### src/sqlt_pkg.sv
`timescale 1ns / 1ps

package sqlt_pkg;

  localparam int KEYWORD_MAX_LEN = 7;
  localparam int KW_NUM = 8;
  localparam int KW_CHARS = 7;

  localparam logic [7:0] KW_TEXT [0:KW_NUM-1][0:KW_CHARS-1] = '{
    '{"s", "e", "l", "e", "c", "t", 8'h00},
    '{"f", "r", "o", "m", 8'h00, 8'h00, 8'h00},
    '{"w", "h", "e", "r", "e", 8'h00, 8'h00},
    '{"c", "o", "u", "n", "t", 8'h00, 8'h00},
    '{"c", "r", "e", "a", "t", "e", 8'h00},
    '{"t", "a", "b", "l", "e", 8'h00, 8'h00},
    '{"p", "r", "i", "m", "a", "r", "y"},
    '{"k", "e", "y", 8'h00, 8'h00, 8'h00, 8'h00}
  };

  localparam logic [2:0] KW_LEN [0:KW_NUM-1] = '{
    3'd6, 3'd4, 3'd5, 3'd5, 3'd6, 3'd5, 3'd7, 3'd3
  };

  localparam logic [3:0] KIND_IDENT    = 4'd0;
  localparam logic [3:0] KIND_STRING   = 4'd1;
  localparam logic [3:0] KIND_OPER     = 4'd2;
  localparam logic [3:0] KIND_LPAREN   = 4'd3;
  localparam logic [3:0] KIND_RPAREN   = 4'd4;
  localparam logic [3:0] KIND_COMMA    = 4'd5;
  localparam logic [3:0] KIND_FIRST_KW = 4'd6;
  localparam logic [3:0] KIND_EOF      = 4'd14;
  localparam logic [3:0] KIND_UNKNOWN  = 4'd15;

  typedef enum logic [1:0] {
    MODE_IDLE   = 2'd0,
    MODE_WORD   = 2'd1,
    MODE_IDENT  = 2'd2,
    MODE_STRING = 2'd3
  } mode_t;

  typedef enum logic [3:0] {
    CL_SPACE  = 4'd0,
    CL_LPAREN = 4'd1,
    CL_RPAREN = 4'd2,
    CL_COMMA  = 4'd3,
    CL_QUOTE  = 4'd4,
    CL_OPER   = 4'd5,
    CL_ALNUM  = 4'd6,
    CL_USTAR  = 4'd7,
    CL_OTHER  = 4'd8
  } class_t;

  typedef enum logic [3:0] {
    IT_KW        = 4'd0,
    IT_BUF       = 4'd1,
    IT_IDENT_C   = 4'd2,
    IT_IDENT_END = 4'd3,
    IT_STR_C     = 4'd4,
    IT_STR_END   = 4'd5,
    IT_OPER      = 4'd6,
    IT_LPAREN    = 4'd7,
    IT_RPAREN    = 4'd8,
    IT_COMMA     = 4'd9,
    IT_UNKNOWN   = 4'd10,
    IT_EOF       = 4'd11
  } sel_t;

  typedef struct packed {
    logic [3:0] kind;
    logic [7:0] data;
    logic       bvalid;
    logic       tend;
  } item_t;

  typedef struct packed {
    logic  load;
    logic  emit;
    sel_t  sel;
    logic  store;
    logic  first;
    logic  clr_len;
    logic  flush;
    logic  release_hold;
    logic  mode_wr;
    mode_t mode;
  } cmd_t;

  typedef struct packed {
    mode_t  mode;
    class_t cls;
    logic   w_full;
    logic   match;
    logic   fl_last;
    logic   eoi;
    logic   push_ok;
    logic   out_free;
    logic   hold_v;
  } sts_t;

endpackage

### src/sqlt_ctrl.sv
`timescale 1ns / 1ps

module sqlt_ctrl (
  input  logic            clk,
  input  logic            rst_n,
  input  logic            in_tvalid,
  output logic            in_tready,
  input  sqlt_pkg::sts_t  sts,
  output sqlt_pkg::cmd_t  cmd
);

  typedef enum logic [6:0] {
    S_IN    = 7'b0000001,
    S_MAIN  = 7'b0000010,
    S_START = 7'b0000100,
    S_TAIL  = 7'b0001000,
    S_FLUSH = 7'b0010000,
    S_EOF   = 7'b0100000,
    S_DONE  = 7'b1000000
  } state_t;

  state_t state_r, state_nxt;
  logic   ret_tail_r, ret_tail_nxt;

  assign in_tready = (state_r == S_IN);

  always_comb begin
    state_nxt        = state_r;
    ret_tail_nxt     = ret_tail_r;
    cmd.load         = 1'b0;
    cmd.emit         = 1'b0;
    cmd.sel          = sqlt_pkg::IT_EOF;
    cmd.store        = 1'b0;
    cmd.first        = 1'b0;
    cmd.clr_len      = 1'b0;
    cmd.flush        = 1'b0;
    cmd.release_hold = 1'b0;
    cmd.mode_wr      = 1'b0;
    cmd.mode         = sqlt_pkg::MODE_IDLE;
    unique case (state_r)
      S_IN: begin
        if (in_tvalid) begin
          cmd.load  = 1'b1;
          state_nxt = S_MAIN;
        end
      end
      S_MAIN: begin
        unique case (sts.mode)
          sqlt_pkg::MODE_WORD: begin
            if (sts.cls == sqlt_pkg::CL_ALNUM && !sts.w_full) begin
              cmd.store = 1'b1;
              state_nxt = S_TAIL;
            end else if (sts.cls != sqlt_pkg::CL_ALNUM && sts.match) begin
              if (sts.push_ok) begin
                cmd.emit    = 1'b1;
                cmd.sel     = sqlt_pkg::IT_KW;
                cmd.clr_len = 1'b1;
                cmd.mode_wr = 1'b1;
                state_nxt   = S_START;
              end
            end else begin
              ret_tail_nxt = 1'b0;
              state_nxt    = S_FLUSH;
            end
          end
          sqlt_pkg::MODE_IDENT: begin
            if (sts.push_ok) begin
              cmd.emit = 1'b1;
              if (sts.cls == sqlt_pkg::CL_ALNUM || sts.cls == sqlt_pkg::CL_USTAR) begin
                cmd.sel   = sqlt_pkg::IT_IDENT_C;
                state_nxt = S_TAIL;
              end else begin
                cmd.sel   = sqlt_pkg::IT_IDENT_END;
                state_nxt = S_START;
              end
            end
          end
          sqlt_pkg::MODE_STRING: begin
            if (sts.push_ok) begin
              cmd.emit  = 1'b1;
              state_nxt = S_TAIL;
              if (sts.cls == sqlt_pkg::CL_QUOTE) begin
                cmd.sel     = sqlt_pkg::IT_STR_END;
                cmd.mode_wr = 1'b1;
                cmd.mode    = sqlt_pkg::MODE_IDLE;
              end else begin
                cmd.sel = sqlt_pkg::IT_STR_C;
              end
            end
          end
          default: begin
            state_nxt = S_START;
          end
        endcase
      end
      S_START: begin
        unique case (sts.cls)
          sqlt_pkg::CL_SPACE: begin
            cmd.mode_wr = 1'b1;
            state_nxt   = S_TAIL;
          end
          sqlt_pkg::CL_QUOTE: begin
            cmd.mode_wr = 1'b1;
            cmd.mode    = sqlt_pkg::MODE_STRING;
            state_nxt   = S_TAIL;
          end
          sqlt_pkg::CL_ALNUM: begin
            cmd.first   = 1'b1;
            cmd.mode_wr = 1'b1;
            cmd.mode    = sqlt_pkg::MODE_WORD;
            state_nxt   = S_TAIL;
          end
          sqlt_pkg::CL_USTAR: begin
            if (sts.push_ok) begin
              cmd.emit    = 1'b1;
              cmd.sel     = sqlt_pkg::IT_IDENT_C;
              cmd.mode_wr = 1'b1;
              cmd.mode    = sqlt_pkg::MODE_IDENT;
              state_nxt   = S_TAIL;
            end
          end
          default: begin
            if (sts.push_ok) begin
              cmd.emit    = 1'b1;
              cmd.mode_wr = 1'b1;
              state_nxt   = S_TAIL;
              unique case (sts.cls)
                sqlt_pkg::CL_LPAREN: cmd.sel = sqlt_pkg::IT_LPAREN;
                sqlt_pkg::CL_RPAREN: cmd.sel = sqlt_pkg::IT_RPAREN;
                sqlt_pkg::CL_COMMA:  cmd.sel = sqlt_pkg::IT_COMMA;
                sqlt_pkg::CL_OPER:   cmd.sel = sqlt_pkg::IT_OPER;
                default:             cmd.sel = sqlt_pkg::IT_UNKNOWN;
              endcase
            end
          end
        endcase
      end
      S_TAIL: begin
        if (!sts.eoi) begin
          state_nxt = S_DONE;
        end else begin
          unique case (sts.mode)
            sqlt_pkg::MODE_WORD: begin
              if (!sts.match) begin
                ret_tail_nxt = 1'b1;
                state_nxt    = S_FLUSH;
              end else if (sts.push_ok) begin
                cmd.emit    = 1'b1;
                cmd.sel     = sqlt_pkg::IT_KW;
                cmd.clr_len = 1'b1;
                cmd.mode_wr = 1'b1;
                state_nxt   = S_EOF;
              end
            end
            sqlt_pkg::MODE_IDENT: begin
              if (sts.push_ok) begin
                cmd.emit  = 1'b1;
                cmd.sel   = sqlt_pkg::IT_IDENT_END;
                state_nxt = S_EOF;
              end
            end
            sqlt_pkg::MODE_STRING: begin
              if (sts.push_ok) begin
                cmd.emit  = 1'b1;
                cmd.sel   = sqlt_pkg::IT_STR_END;
                state_nxt = S_EOF;
              end
            end
            default: begin
              state_nxt = S_EOF;
            end
          endcase
        end
      end
      S_FLUSH: begin
        if (sts.push_ok) begin
          cmd.emit  = 1'b1;
          cmd.sel   = sqlt_pkg::IT_BUF;
          cmd.flush = 1'b1;
          if (sts.fl_last) begin
            cmd.mode_wr = 1'b1;
            cmd.mode    = sqlt_pkg::MODE_IDENT;
            state_nxt   = ret_tail_r ? S_TAIL : S_MAIN;
          end
        end
      end
      S_EOF: begin
        if (sts.push_ok) begin
          cmd.emit    = 1'b1;
          cmd.sel     = sqlt_pkg::IT_EOF;
          cmd.clr_len = 1'b1;
          cmd.mode_wr = 1'b1;
          state_nxt   = S_DONE;
        end
      end
      S_DONE: begin
        if (!sts.hold_v) begin
          state_nxt = S_IN;
        end else if (sts.out_free) begin
          cmd.release_hold = 1'b1;
          state_nxt        = S_IN;
        end
      end
      default: begin
        state_nxt = S_IN;
      end
    endcase
  end

  always_ff @(posedge clk) begin
    if (!rst_n) begin
      state_r    <= S_IN;
      ret_tail_r <= 1'b0;
    end else begin
      state_r    <= state_nxt;
      ret_tail_r <= ret_tail_nxt;
    end
  end

  assert property (@(posedge clk) disable iff (!rst_n)
    cmd.emit |-> sts.push_ok)
    else $error("item pushed while hold and output are both full");

  assert property (@(posedge clk) disable iff (!rst_n)
    cmd.release_hold |-> (sts.hold_v && sts.out_free))
    else $error("hold released without a pending item or free output");

  assert property (@(posedge clk) disable iff (!rst_n)
    (state_r == S_IN) |-> !sts.hold_v)
    else $error("new byte taken with an undelivered result in hold");

endmodule

### src/sqlt_dp.sv
`timescale 1ns / 1ps

module sqlt_dp #(
  parameter int KEYWORD_MAX_LEN = sqlt_pkg::KEYWORD_MAX_LEN
) (
  input  logic            clk,
  input  logic            rst_n,
  input  logic [7:0]      in_byte,
  input  logic            in_eoi,
  input  sqlt_pkg::cmd_t  cmd,
  output sqlt_pkg::sts_t  sts,
  output logic            out_tvalid,
  input  logic            out_tready,
  output logic [7:0]      out_tdata,
  output logic            out_tlast,
  output logic [5:0]      out_tuser
);

  localparam int LW = $clog2(KEYWORD_MAX_LEN + 1);
  localparam int IW = $clog2(KEYWORD_MAX_LEN);

  logic [7:0]           c_r;
  logic                 eoi_r;
  logic [7:0]           buf_r [KEYWORD_MAX_LEN];
  logic [LW-1:0]        w_r, w_nxt;
  logic [IW-1:0]        fl_r, fl_nxt;
  sqlt_pkg::mode_t      mode_r, mode_nxt;
  sqlt_pkg::class_t     cls;
  logic [sqlt_pkg::KW_NUM-1:0] hit;
  logic [2:0]           kw_idx;
  logic                 fl_last;
  sqlt_pkg::item_t      new_item;
  sqlt_pkg::item_t      hold_r, hold_nxt;
  logic                 hold_v_r, hold_v_nxt;
  sqlt_pkg::item_t      out_r, out_nxt;
  logic                 out_last_r, out_last_nxt;
  logic                 out_v_r, out_v_nxt;
  logic                 out_free;

  function automatic logic [7:0] lower(input logic [7:0] ch);
    return (ch >= "A" && ch <= "Z") ? ch + 8'd32 : ch;
  endfunction

  always_comb begin
    priority if (c_r == " " || (c_r >= 8'd9 && c_r <= 8'd13)) cls = sqlt_pkg::CL_SPACE;
    else if (c_r == "(")                                       cls = sqlt_pkg::CL_LPAREN;
    else if (c_r == ")")                                       cls = sqlt_pkg::CL_RPAREN;
    else if (c_r == ",")                                       cls = sqlt_pkg::CL_COMMA;
    else if (c_r == 8'h27)                                     cls = sqlt_pkg::CL_QUOTE;
    else if (c_r == "=" || c_r == "<" || c_r == ">")           cls = sqlt_pkg::CL_OPER;
    else if ((c_r >= "0" && c_r <= "9") || (c_r >= "A" && c_r <= "Z")
             || (c_r >= "a" && c_r <= "z"))                    cls = sqlt_pkg::CL_ALNUM;
    else if (c_r == "_" || c_r == "*")                         cls = sqlt_pkg::CL_USTAR;
    else                                                       cls = sqlt_pkg::CL_OTHER;
  end

  always_comb begin
    logic eq;
    for (int k = 0; k < sqlt_pkg::KW_NUM; k++) begin
      eq = (w_r == LW'(sqlt_pkg::KW_LEN[k]));
      for (int j = 0; j < sqlt_pkg::KW_CHARS; j++) begin
        if (j < int'(sqlt_pkg::KW_LEN[k])) begin
          eq = eq && (lower(buf_r[j]) == sqlt_pkg::KW_TEXT[k][j]);
        end
      end
      hit[k] = eq;
    end
  end

  always_comb begin
    kw_idx = 3'd0;
    for (int k = sqlt_pkg::KW_NUM - 1; k >= 0; k--) begin
      if (hit[k]) begin
        kw_idx = 3'(k);
      end
    end
  end

  assign fl_last  = ((LW'(fl_r) + LW'(1)) == w_r);
  assign out_free = !out_v_r || out_tready;

  always_comb begin
    new_item = '{kind: sqlt_pkg::KIND_EOF, data: 8'd0, bvalid: 1'b0, tend: 1'b1};
    unique case (cmd.sel)
      sqlt_pkg::IT_KW:        new_item.kind = sqlt_pkg::KIND_FIRST_KW + 4'(kw_idx);
      sqlt_pkg::IT_BUF:       new_item = '{sqlt_pkg::KIND_IDENT, buf_r[fl_r], 1'b1, 1'b0};
      sqlt_pkg::IT_IDENT_C:   new_item = '{sqlt_pkg::KIND_IDENT, c_r, 1'b1, 1'b0};
      sqlt_pkg::IT_IDENT_END: new_item.kind = sqlt_pkg::KIND_IDENT;
      sqlt_pkg::IT_STR_C:     new_item = '{sqlt_pkg::KIND_STRING, c_r, 1'b1, 1'b0};
      sqlt_pkg::IT_STR_END:   new_item.kind = sqlt_pkg::KIND_STRING;
      sqlt_pkg::IT_OPER:      new_item = '{sqlt_pkg::KIND_OPER, c_r, 1'b1, 1'b1};
      sqlt_pkg::IT_LPAREN:    new_item.kind = sqlt_pkg::KIND_LPAREN;
      sqlt_pkg::IT_RPAREN:    new_item.kind = sqlt_pkg::KIND_RPAREN;
      sqlt_pkg::IT_COMMA:     new_item.kind = sqlt_pkg::KIND_COMMA;
      sqlt_pkg::IT_UNKNOWN:   new_item.kind = sqlt_pkg::KIND_UNKNOWN;
      default:                new_item.kind = sqlt_pkg::KIND_EOF;
    endcase
  end

  always_comb begin
    w_nxt    = w_r;
    fl_nxt   = fl_r;
    mode_nxt = mode_r;
    if (cmd.store) begin
      w_nxt = w_r + LW'(1);
    end
    if (cmd.first) begin
      w_nxt = LW'(1);
    end
    if (cmd.clr_len) begin
      w_nxt = '0;
    end
    if (cmd.flush) begin
      if (fl_last) begin
        fl_nxt = '0;
        w_nxt  = '0;
      end else begin
        fl_nxt = fl_r + IW'(1);
      end
    end
    if (cmd.mode_wr) begin
      mode_nxt = cmd.mode;
    end
  end

  // hold keeps one result back so the last one of a byte can be flagged
  always_comb begin
    hold_nxt     = hold_r;
    hold_v_nxt   = hold_v_r;
    out_nxt      = out_r;
    out_last_nxt = out_last_r;
    out_v_nxt    = out_v_r && !out_tready;
    if (cmd.emit) begin
      if (hold_v_r) begin
        out_nxt      = hold_r;
        out_last_nxt = 1'b0;
        out_v_nxt    = 1'b1;
      end
      hold_nxt   = new_item;
      hold_v_nxt = 1'b1;
    end
    if (cmd.release_hold) begin
      out_nxt      = hold_r;
      out_last_nxt = 1'b1;
      out_v_nxt    = 1'b1;
      hold_v_nxt   = 1'b0;
    end
  end

  always_ff @(posedge clk) begin
    if (!rst_n) begin
      w_r      <= '0;
      fl_r     <= '0;
      mode_r   <= sqlt_pkg::MODE_IDLE;
      hold_v_r <= 1'b0;
      out_v_r  <= 1'b0;
    end else begin
      w_r      <= w_nxt;
      fl_r     <= fl_nxt;
      mode_r   <= mode_nxt;
      hold_v_r <= hold_v_nxt;
      out_v_r  <= out_v_nxt;
    end
  end

  always_ff @(posedge clk) begin
    if (cmd.load) begin
      c_r   <= in_byte;
      eoi_r <= in_eoi;
    end
    if (cmd.store) begin
      buf_r[w_r[IW-1:0]] <= c_r;
    end
    if (cmd.first) begin
      buf_r[0] <= c_r;
    end
    hold_r     <= hold_nxt;
    out_r      <= out_nxt;
    out_last_r <= out_last_nxt;
  end

  assign sts.mode     = mode_r;
  assign sts.cls      = cls;
  assign sts.w_full   = (w_r == LW'(KEYWORD_MAX_LEN));
  assign sts.match    = |hit;
  assign sts.fl_last  = fl_last;
  assign sts.eoi      = eoi_r;
  assign sts.push_ok  = !hold_v_r || out_free;
  assign sts.out_free = out_free;
  assign sts.hold_v   = hold_v_r;

  assign out_tvalid = out_v_r;
  assign out_tdata  = out_r.data;
  assign out_tlast  = out_r.tend;
  assign out_tuser  = {out_last_r, out_r.bvalid, out_r.kind};

  assert property (@(posedge clk) disable iff (!rst_n)
    w_r <= LW'(KEYWORD_MAX_LEN))
    else $error("word length beyond buffer depth");

  assert property (@(posedge clk) disable iff (!rst_n)
    (mode_r == sqlt_pkg::MODE_WORD) |-> (w_r != '0))
    else $error("word mode with empty buffer");

  assert property (@(posedge clk) disable iff (!rst_n)
    cmd.flush |-> (mode_r == sqlt_pkg::MODE_WORD && LW'(fl_r) < w_r))
    else $error("flush index outside buffered word");

endmodule

### src/sql_keyword_tokenizer.sv
`timescale 1ns / 1ps
// Each in beat is served in full by the sequencer before in_tready rises for the next byte;
// its results pass through the hold register and then the output register to out_tvalid.
// A buffered word flushed as identifier yields one result per character, end of input adds
// an EOF token, and out_tready backpressure stalls the sequencer.
// Reset: synchronous active-low rst_n clears the sequencer, scan mode, word length,
// flush index, hold valid and output valid; the word buffer is not cleared.

module sql_keyword_tokenizer #(
  parameter int KEYWORD_MAX_LEN = sqlt_pkg::KEYWORD_MAX_LEN
) (
  input  logic       clk,
  input  logic       rst_n,
  input  logic       in_tvalid,
  output logic       in_tready,
  input  logic [7:0] in_tdata,   // [7:0] in_byte
  input  logic       in_tlast,   // end_of_input
  output logic       out_tvalid,
  input  logic       out_tready,
  output logic [7:0] out_tdata,  // [7:0] token_byte
  output logic       out_tlast,  // token_end
  output logic [5:0] out_tuser   // [3:0] token_kind, [4] byte_valid, [5] last_result
);

  sqlt_pkg::cmd_t cmd;
  sqlt_pkg::sts_t sts;

  sqlt_ctrl u_ctrl (
    .clk       (clk),
    .rst_n     (rst_n),
    .in_tvalid (in_tvalid),
    .in_tready (in_tready),
    .sts       (sts),
    .cmd       (cmd)
  );

  sqlt_dp #(
    .KEYWORD_MAX_LEN (KEYWORD_MAX_LEN)
  ) u_dp (
    .clk        (clk),
    .rst_n      (rst_n),
    .in_byte    (in_tdata),
    .in_eoi     (in_tlast),
    .cmd        (cmd),
    .sts        (sts),
    .out_tvalid (out_tvalid),
    .out_tready (out_tready),
    .out_tdata  (out_tdata),
    .out_tlast  (out_tlast),
    .out_tuser  (out_tuser)
  );

endmodule

### config.mk
export PLATFORM = sky130hd
export DESIGN_NAME = sql_keyword_tokenizer
export DESIGN_NICKNAME = d
export VERILOG_FILES = /design/src/sqlt_pkg.sv /design/src/sqlt_ctrl.sv /design/src/sqlt_dp.sv /design/src/sql_keyword_tokenizer.sv
export SDC_FILE = /design/constraint.sdc
export NUM_CORES = 1
export LEC_CHECK = 0
export BUFFER_PORTS_ARGS = -buffer_cell sky130_fd_sc_hd__buf_2
export CAP_MARGIN = 20
export CELL_PAD_IN_SITES_DETAIL_PLACEMENT = 2
export CELL_PAD_IN_SITES_GLOBAL_PLACEMENT = 2
export CORE_UTILIZATION = 38
export DETAILED_ROUTE_END_ITERATION = 8
export GPL_ROUTABILITY_DRIVEN = 1
export PLACE_DENSITY_LB_ADDON = 0.1
export SYNTH_ARGS = -nofsm -noshare
export SYNTH_HDL_FRONTEND = slang
export SYNTH_HIERARCHICAL = 1
export SYNTH_SLANG_ARGS = --single-unit
### constraint.sdc
create_clock -name clk -period 4.4 [get_ports clk]
set_input_delay 0.22 -clock clk [delete_from_list [all_inputs] [get_ports clk]]
set_output_delay 0.22 -clock clk [all_outputs]
set_load 0.005 [all_outputs]
==> out/qor.csv, run 1 <==
stage,metric,value,unit
cts,numCtsBuffers,17,
cts,h-tree-depth,4,
critical_path,cp-start-kind,register,
critical_path,ff2ff_setup_slack,0.09,ns
critical_path,end_kind,register,
synthesis,syn_avg_cell_area,11.2,um^2
outcome,outcome,finished clean,
global_routing,grt_max_degree,19,
timing,fin_tns_setup,0,ns
power_and_ir_drop,p_int,0.00223,W
min_path,min_path_cells,2,
synthesis,yosysSeqAreaShare,51.5,%
power_and_ir_drop,seqPwrFrac,44.9,%
floorplanning,io_pins,30,
drt,drc,0,
drt,viasPerCell,6.14,
floorplanning,rows,48,
global_routing,globalRouteMet1Util,35.5,%
place,gp_congestion,0.950,
critical_path,path_max_fanout,8,
timing,worst_pin_slew,1.02,ns
layout,num_antenna_cells,0,
synthesis,synthArstFlopShare,0,%
min_path,hold_start,in_tvalid,
cts,cts.sinks,123,
global_routing,grtUsageTotal,28.2,%
global_routing,grtUsageMet2,47.7,%
drt,drt_iter0_markers,531,
synthesis,synth_edf_count,101,
critical_path,critPathBufInv,2,
synthesis,synthesis.area,6740,um^2
critical_path,path_cells,"or4_2, o2111ai_2, nor4_2, nand4_1, o31ai_2, or4_1, and4b_1, a211o_1, a21boi_2, nand2_1, o211ai_1, nor2_1, nor3_1, buf_4, inv_1, o22ai_1",
cts,cts_tree,built,
timing,hold_violations,0,
floorplanning,start_util,39.0,%
layout,layout_commonest_cell,edfxtp_1,
synthesis,ys_types,74,
critical_path,r2r-start,u_dp/buf_r[1][3],
place,hpwl,17900,um
critical_path,critical_path.top_delay_family,simple AND/OR/NAND/NOR gates,
layout,final_cell_mix,"edfxtp_1 (101), nor2_1 (52), buf_4 (45), nand2_1 (40), buf_2 (29)",
layout,syn_to_final_growth,19.7,%
floorplanning,design.die.area,18300,um^2
layout,final_area,8060,um^2
timing,timing.final.setup_violations,0,
synthesis,yosys.area.top_type,edfxtp_1,
timing,hold_ws,0.0883,ns
synthesis,yosysTopAreaCellShare,45.0,%
cts,cts.path.max_buffers,2,
cts,clockRootBuffer,clkbuf_16,
min_path,hp-class,in2reg,
critical_path,crit_required,4.65,ns
critical_path,crit_cells,16,
place,numPortBuffers,29,
drt,wl_per_cell,26.9,um
synthesis,synth_flop_cell,edfxtp_1,
floorplanning,die_w,135,um
layout,final_cells,903,
floorplanning,coreArea,17300,um^2
timing,max_freq,0.232,GHz
critical_path,critPathMaxStageDelay,0.70,ns
critical_path,arrival,4.56,ns
timing,relSlewSlack,31.6,%
synthesis,syn-num-nets,628,
drt,firstDrtPassIters,5,
layout,drive_above_1_share,22.1,%
layout,fin_nets,693,
global_routing,grt_pass1_vias,5959,
power_and_ir_drop,vdd_drop_max,0.000272,V
cts,clock_latency,0.43,ns
drt,ant_nets,0,
timing,finalCriticalPeriod,4.31,ns
critical_path,r2r_cells,16,
global_routing,grt.overflow.total,0,
global_routing,grt-busiest-layer,met2,
global_routing,grt_pass1_wl,37200,um
synthesis,yosys_register_bits,123,
layout,fin_util,46.6,%
cts,path_clk_slew,0.06,ns
power_and_ir_drop,p_switching,0.000742,W
global_routing,antenna_found_initial,0,
timing,fin_crit_sh,98.0,%
critical_path,cp_slowest_cell,or4_2,
place,post_dp_cell_area,7270,um^2
min_path,worst_hold_path.endpoint,u_ctrl/state_r[0],
drt,wl,24300,um
power_and_ir_drop,power_leakage,2.75,nW
power_and_ir_drop,clockPowerShare,46.0,%
critical_path,rr_endpoint,u_dp/hold_r[5],
floorplanning,die_h,135,um
power_and_ir_drop,power_density,368,nW/um^2
critical_path,critical_path_class,reg2reg,
synthesis,postSynthCellCount,600,
synthesis,synth_area_leaders,"edfxtp_1 (45%), dfxtp_1 (6.5%), mux4_2 (5.0%), nor2_1 (2.9%), ha_1 (2.8%)",
timing,finClkSkew,0.0211,ns
timing,slew_violations,0,
job,cap_violations,0,
global_routing,use_met3,6.32,%
synthesis,ys_warn_count,6,
drt,dr_total_vias,5541,
place,dp_cells,854,
power_and_ir_drop,combPwrFrac,9.1,%
power_and_ir_drop,switching_share,25.0,%
[metrics by stage]
step	setup WS, ns	power (W)
floorplan	0.159	0.00149
global placement	0.0824	0.00159
detailed placement	-0.0799	0.00161
CTS	0.0437	0.00299
global route	-0.0840	0.00306
finish	0.0870	0.00297
[worst reg2reg max path: cells and delay by family, from the launching register on]
kind                   cells  cell delay, ns
AO/OA/AOI/OAI              6            1.09
buffers and inverters      2            0.27
flip-flops                 1            0.52
AND/OR/NAND/NOR            8            2.25
[cells in the mapped netlist, types with 4 or more instances]
cell,n
o21ai_0,27
a31oi_1,5
nor3b_1,13
clkbuf_1,24
ha_1,15
nand4_1,14
edfxtp_1,101
nor3_1,23
nor2_1,52
nand4b_1,10
o22ai_1,6
or3_1,5
dfxtp_1,22
nor4_1,10
a21oi_1,26
nand3_1,12
o211ai_1,7
buf_4,5
a21o_1,5
nand3b_1,4
buf_2,5
a41o_1,4
xor2_1,5
nand2_1,42
inv_1,19
mux2i_1,13
nand2b_1,5
nor4bb_1,6
nor2b_1,16
nor4b_1,4
or4_1,6
mux4_2,15
xnor2_1,7
o21a_1,4
o32ai_1,4
[routing by layer]
metal | wire [um] | part of all wire (%)
met1 | 10200 | 42
met2 | 12200 | 50
met3 | 1350 | 5.6
met4 | 585 | 2.4
met5 | 0 | 0
[worst max-delay path by stage]
stage / start / end
floorplan: u_dp/buf_r[1][2] / u_dp/hold_r[5]
global placement: u_dp/w_r[1] / u_dp/hold_r[10]
detailed placement: u_dp/buf_r[0][5] / u_dp/hold_r[10]
CTS: u_dp/w_r[0] / u_dp/hold_r[3]
global route: u_dp/buf_r[1][5] / u_dp/hold_r[5]
finish: u_dp/buf_r[1][3] / u_dp/hold_r[5]
[state kept, by name, summed over array words and instances (netlist names), named ones only]
register,count
u_dp/buf_r,64
u_dp/hold_r,14
u_dp/c_r,8
u_dp/out_tdata,8
u_ctrl/state_r,7
u_dp/out_tuser,5
u_dp/fl_r,3
u_dp/w_r,3
u_dp/mode_r,2
u_ctrl/ret_tail_r,1
u_dp/eoi_r,1
u_dp/hold_v_r,1
u_dp/out_last_r,1
u_dp/out_tlast,1
u_dp/out_tvalid,1
[area by class of cell]
cell class                 count  area, um^2
timing repair buffer          83         573
sequential                   123        3480
clock inverter                10        87.6
tap                          225         282
multi-input combinational    421        3090
fill                        1779        9230
clock buffer                  22         485
inverter                      19        71.3
[power groups by stage]
stage | Clock [W] | Combinational (W) | Sequential, W
2_1_floorplan | 0 | 0.000163 | 0.00133
3_3_place_gp | 0 | 0.000236 | 0.00135
3_5_place_dp | 0 | 0.000249 | 0.00136
4_1_cts | 0.00139 | 0.000263 | 0.00133
5_1_grt | 0.00143 | 0.000291 | 0.00134
6_report | 0.00136 | 0.000270 | 0.00133
[logic make-up after synthesis]
| family | Yosys count | synth area share (%) |
|---|---|---|
| AOI/OAI and AO/OA | 118 | 11.9 |
| DFF | 123 | 51.5 |
| xor gates and xnor gates | 12 | 1.56 |
| buffers and inverters | 56 | 3.60 |
| and+or+nand+nor | 246 | 21.1 |
| muxes | 29 | 7.33 |
| adders and majority gates | 16 | 2.93 |
[timing repair]
action                                  in CTS  in global routing
endpoints found under the setup margin       9                 14
pin swaps                                    1                  5
setup buffers                                1                  7
hold endpoints to repair                     9                  0
hold buffers                                 9                  0
gates resized for setup                      5                 14
No activity file was read; power rests on OpenSTA's default activity.
==> run 2, diff against run 1 <==
--- a/config.mk
+++ b/config.mk
@@ -5,7 +5,8 @@
 export SDC_FILE = /design/constraint.sdc
 export NUM_CORES = 1
 export LEC_CHECK = 0
-export BUFFER_PORTS_ARGS = -buffer_cell sky130_fd_sc_hd__buf_2
+export ABC_CLOCK_PERIOD_IN_PS = 4400
+export BUFFER_PORTS_ARGS = -buffer_cell sky130_fd_sc_hd__buf_4
 export CAP_MARGIN = 20
 export CELL_PAD_IN_SITES_DETAIL_PLACEMENT = 2
 export CELL_PAD_IN_SITES_GLOBAL_PLACEMENT = 2
==> run 2 against run 1 <==
Via count grew 1.3%. Sequential share of layout area shrank 1.2 points. Clock skew shrank 0.0098 ns. Flip-flop and latch count is the same. Routed wire length grew 3.6%. Clock power grew 15%. Maximum frequency grew 0.18%. Setup slack gained 0.0079 ns. Sequential power is essentially flat. Total power grew 7.1%. Worst hold slack lost 0.032 ns. Highest routed layer unchanged.
==> out/qor.csv, run 2 (same netlist as run 1, synthesis figures left out) <==
stage,metric,value,unit,change
outcome,outcome,finished clean,,
global_routing,grt_max_degree,19,,unchanged
critical_path,path_max_fanout,10,,+2
global_routing,grt.overflow.total,0,,unchanged
timing,worst_pin_slew,0.804,ns,-0.220 ns
layout,layout_commonest_cell,edfxtp_1,,
timing,fin_crit_sh,97.8,%,-0.18 points
layout,final_cell_mix,"edfxtp_1 (101), buf_4 (74), nor2_1 (51), nand2_1 (40), a21oi_1 (26)",,
power_and_ir_drop,power_density,383,nW/um^2,+4.0%
place,hpwl,17500,um,-1.9%
timing,max_freq,0.232,GHz,+0.18%
cts,cts_tree,built,,
cts,path_clk_slew,0.06,ns,about the same
drt,ant_nets,0,,unchanged
layout,top_register,u_dp/buf_r,,
drt,wl_per_cell,27.9,um,+3.4%
global_routing,grt_pass1_vias,5929,,-0.50%
layout,fin_nets,695,,+0.29%
layout,largest_register_ffs,64,,unchanged
critical_path,ff2ff_setup_slack,0.09,ns,about the same
job,cap_violations,0,,unchanged
layout,drive_above_1_share,23.1,%,+0.96 points
cts,cts.sinks,123,,unchanged
floorplanning,die_h,135,um,unchanged
layout,num_antenna_cells,0,,unchanged
cts,h-tree-depth,4,,unchanged
timing,slew_violations,0,,unchanged
floorplanning,coreArea,17300,um^2,unchanged
global_routing,grtUsageTotal,28.9,%,+0.79 points
critical_path,arrival,4.56,ns,about the same
critical_path,critical_path_class,reg2reg,,
critical_path,cp-start-kind,register,,
floorplanning,io_pins,30,,unchanged
cts,clock_latency,0.43,ns,about the same
floorplanning,rows,48,,unchanged
global_routing,antenna_found_initial,0,,unchanged
critical_path,end_kind,register,,
place,gp_congestion,0.995,,+4.7%
floorplanning,die_w,135,um,unchanged
layout,final_cells,905,,+0.22%
floorplanning,start_util,39.0,%,unchanged
drt,dr_total_vias,5611,,+1.3%
timing,rsz0062_at_grt,true,,
drt,drc,0,,unchanged
cts,numCtsBuffers,17,,unchanged
power_and_ir_drop,vdd_drop_max,0.000285,V,+4.6%
power_and_ir_drop,power_leakage,2.82,nW,+2.7%
global_routing,grt_pass1_wl,37800,um,+1.5%
timing,timing.final.setup_violations,0,,unchanged
drt,drt_iter0_markers,496,,-6.6%
timing,hold_ws,0.0562,ns,-0.0320 ns
layout,reg_top3,"u_dp/buf_r x64, u_dp/hold_r x14",,
timing,relSlewSlack,45.9,%,+14 points
critical_path,crit_required,4.66,ns,about the same
min_path,hp-class,in2reg,,
place,dp_cells,854,,unchanged
timing,fin_tns_setup,0,ns,unchanged
drt,viasPerCell,6.20,,+1.0%
place,numPortBuffers,29,,unchanged
cts,cts.path.max_buffers,2,,unchanged
cts,clockRootBuffer,clkbuf_16,,
layout,syn_to_final_growth,23.2,%,
floorplanning,design.die.area,18300,um^2,unchanged
drt,wl,25200,um,+3.6%
timing,hold_violations,0,,unchanged
timing,finClkSkew,0.0113,ns,-0.00981 ns
power_and_ir_drop,finalPower,0.00318,W,+7.1%
timing,finalCriticalPeriod,4.31,ns,-0.00793 ns
drt,firstDrtPassIters,5,,unchanged
==> run 2: repair_timing <==
action                                  in CTS  in global routing
resized for setup                            7                 20
endpoints found under the setup margin      10                 27
pin swaps                                    0                  2
buffers inserted                             0                  8
hold endpoints to repair                     9                  0
hold buffers                                 9                  0
==> run 2: final timing paths <==
path / startpoint / to / cells after the start
hold / removal: in_tvalid / u_ctrl/state_r[0] / 2
hold reg to reg: u_dp/hold_r[8] / u_dp/out_tdata[6] / 0
setup / recovery: u_dp/buf_r[1][6] / u_dp/hold_r[9] / 16
setup reg to reg: u_dp/buf_r[1][6] / u_dp/hold_r[9] / 16
==> run 2: metal layers <==
metal / wire (um) / GRT usage, % / vias up
li1: - / - / 2457
met1: 10700 / 37.0 / 2881
met4: 846 / 12.4 / 0
met3: 1170 / 5.39 / 61
met5: 0 / 0 / -
met2: 12500 / 47.9 / 212
==> run 2: stage by stage <==
step	setup slack, ns	utilization (%)	instance area, um^2
3_5_place_dp	-0.0731	42.5	7340
2_1_floorplan	0.159	-	6740
3_3_place_gp	0.143	42.5	7340
4_1_cts	0.00361	46.8	8100
6_report	0.0949	48.0	8300
5_1_grt	-0.0593	48.0	8300
==> run 2: power by group <==
group	internal [W]	leakage (nW)	switching, W
logic	0.000101	1.39	0.000174
registers	0.00129	1.12	0.0000419
clock network	0.00101	0.305	0.000560
total	0.00240	2.82	0.000777
==> run 2: layout make-up <==
cell class | instances | area [um^2]
clock buffer | 19 | 433
multi-input combinational | 421 | 3120
clock inverter | 13 | 216
inverter | 19 | 71.3
timing repair buffer | 85 | 701
fill | 1721 | 8990
tap | 225 | 282
sequential | 123 | 3480
==> run 2: critical path, cell delays in order (launching register included) <==
cell and delay, ns:
edfxtp_1 0.47, ha_1 0.43, nor2b_1 0.29, o2111ai_1 0.15
nor4_1 0.51, nand4_1 0.26, o31ai_2 0.13, or4_1 0.17
buf_4 0.17, nand4b_1 0.14, o31a_1 0.28, o32ai_1 0.17
nand2_2 0.24, nor3_1 0.34, buf_4 0.22, nand2_1 0.06
o21ai_0 0.12
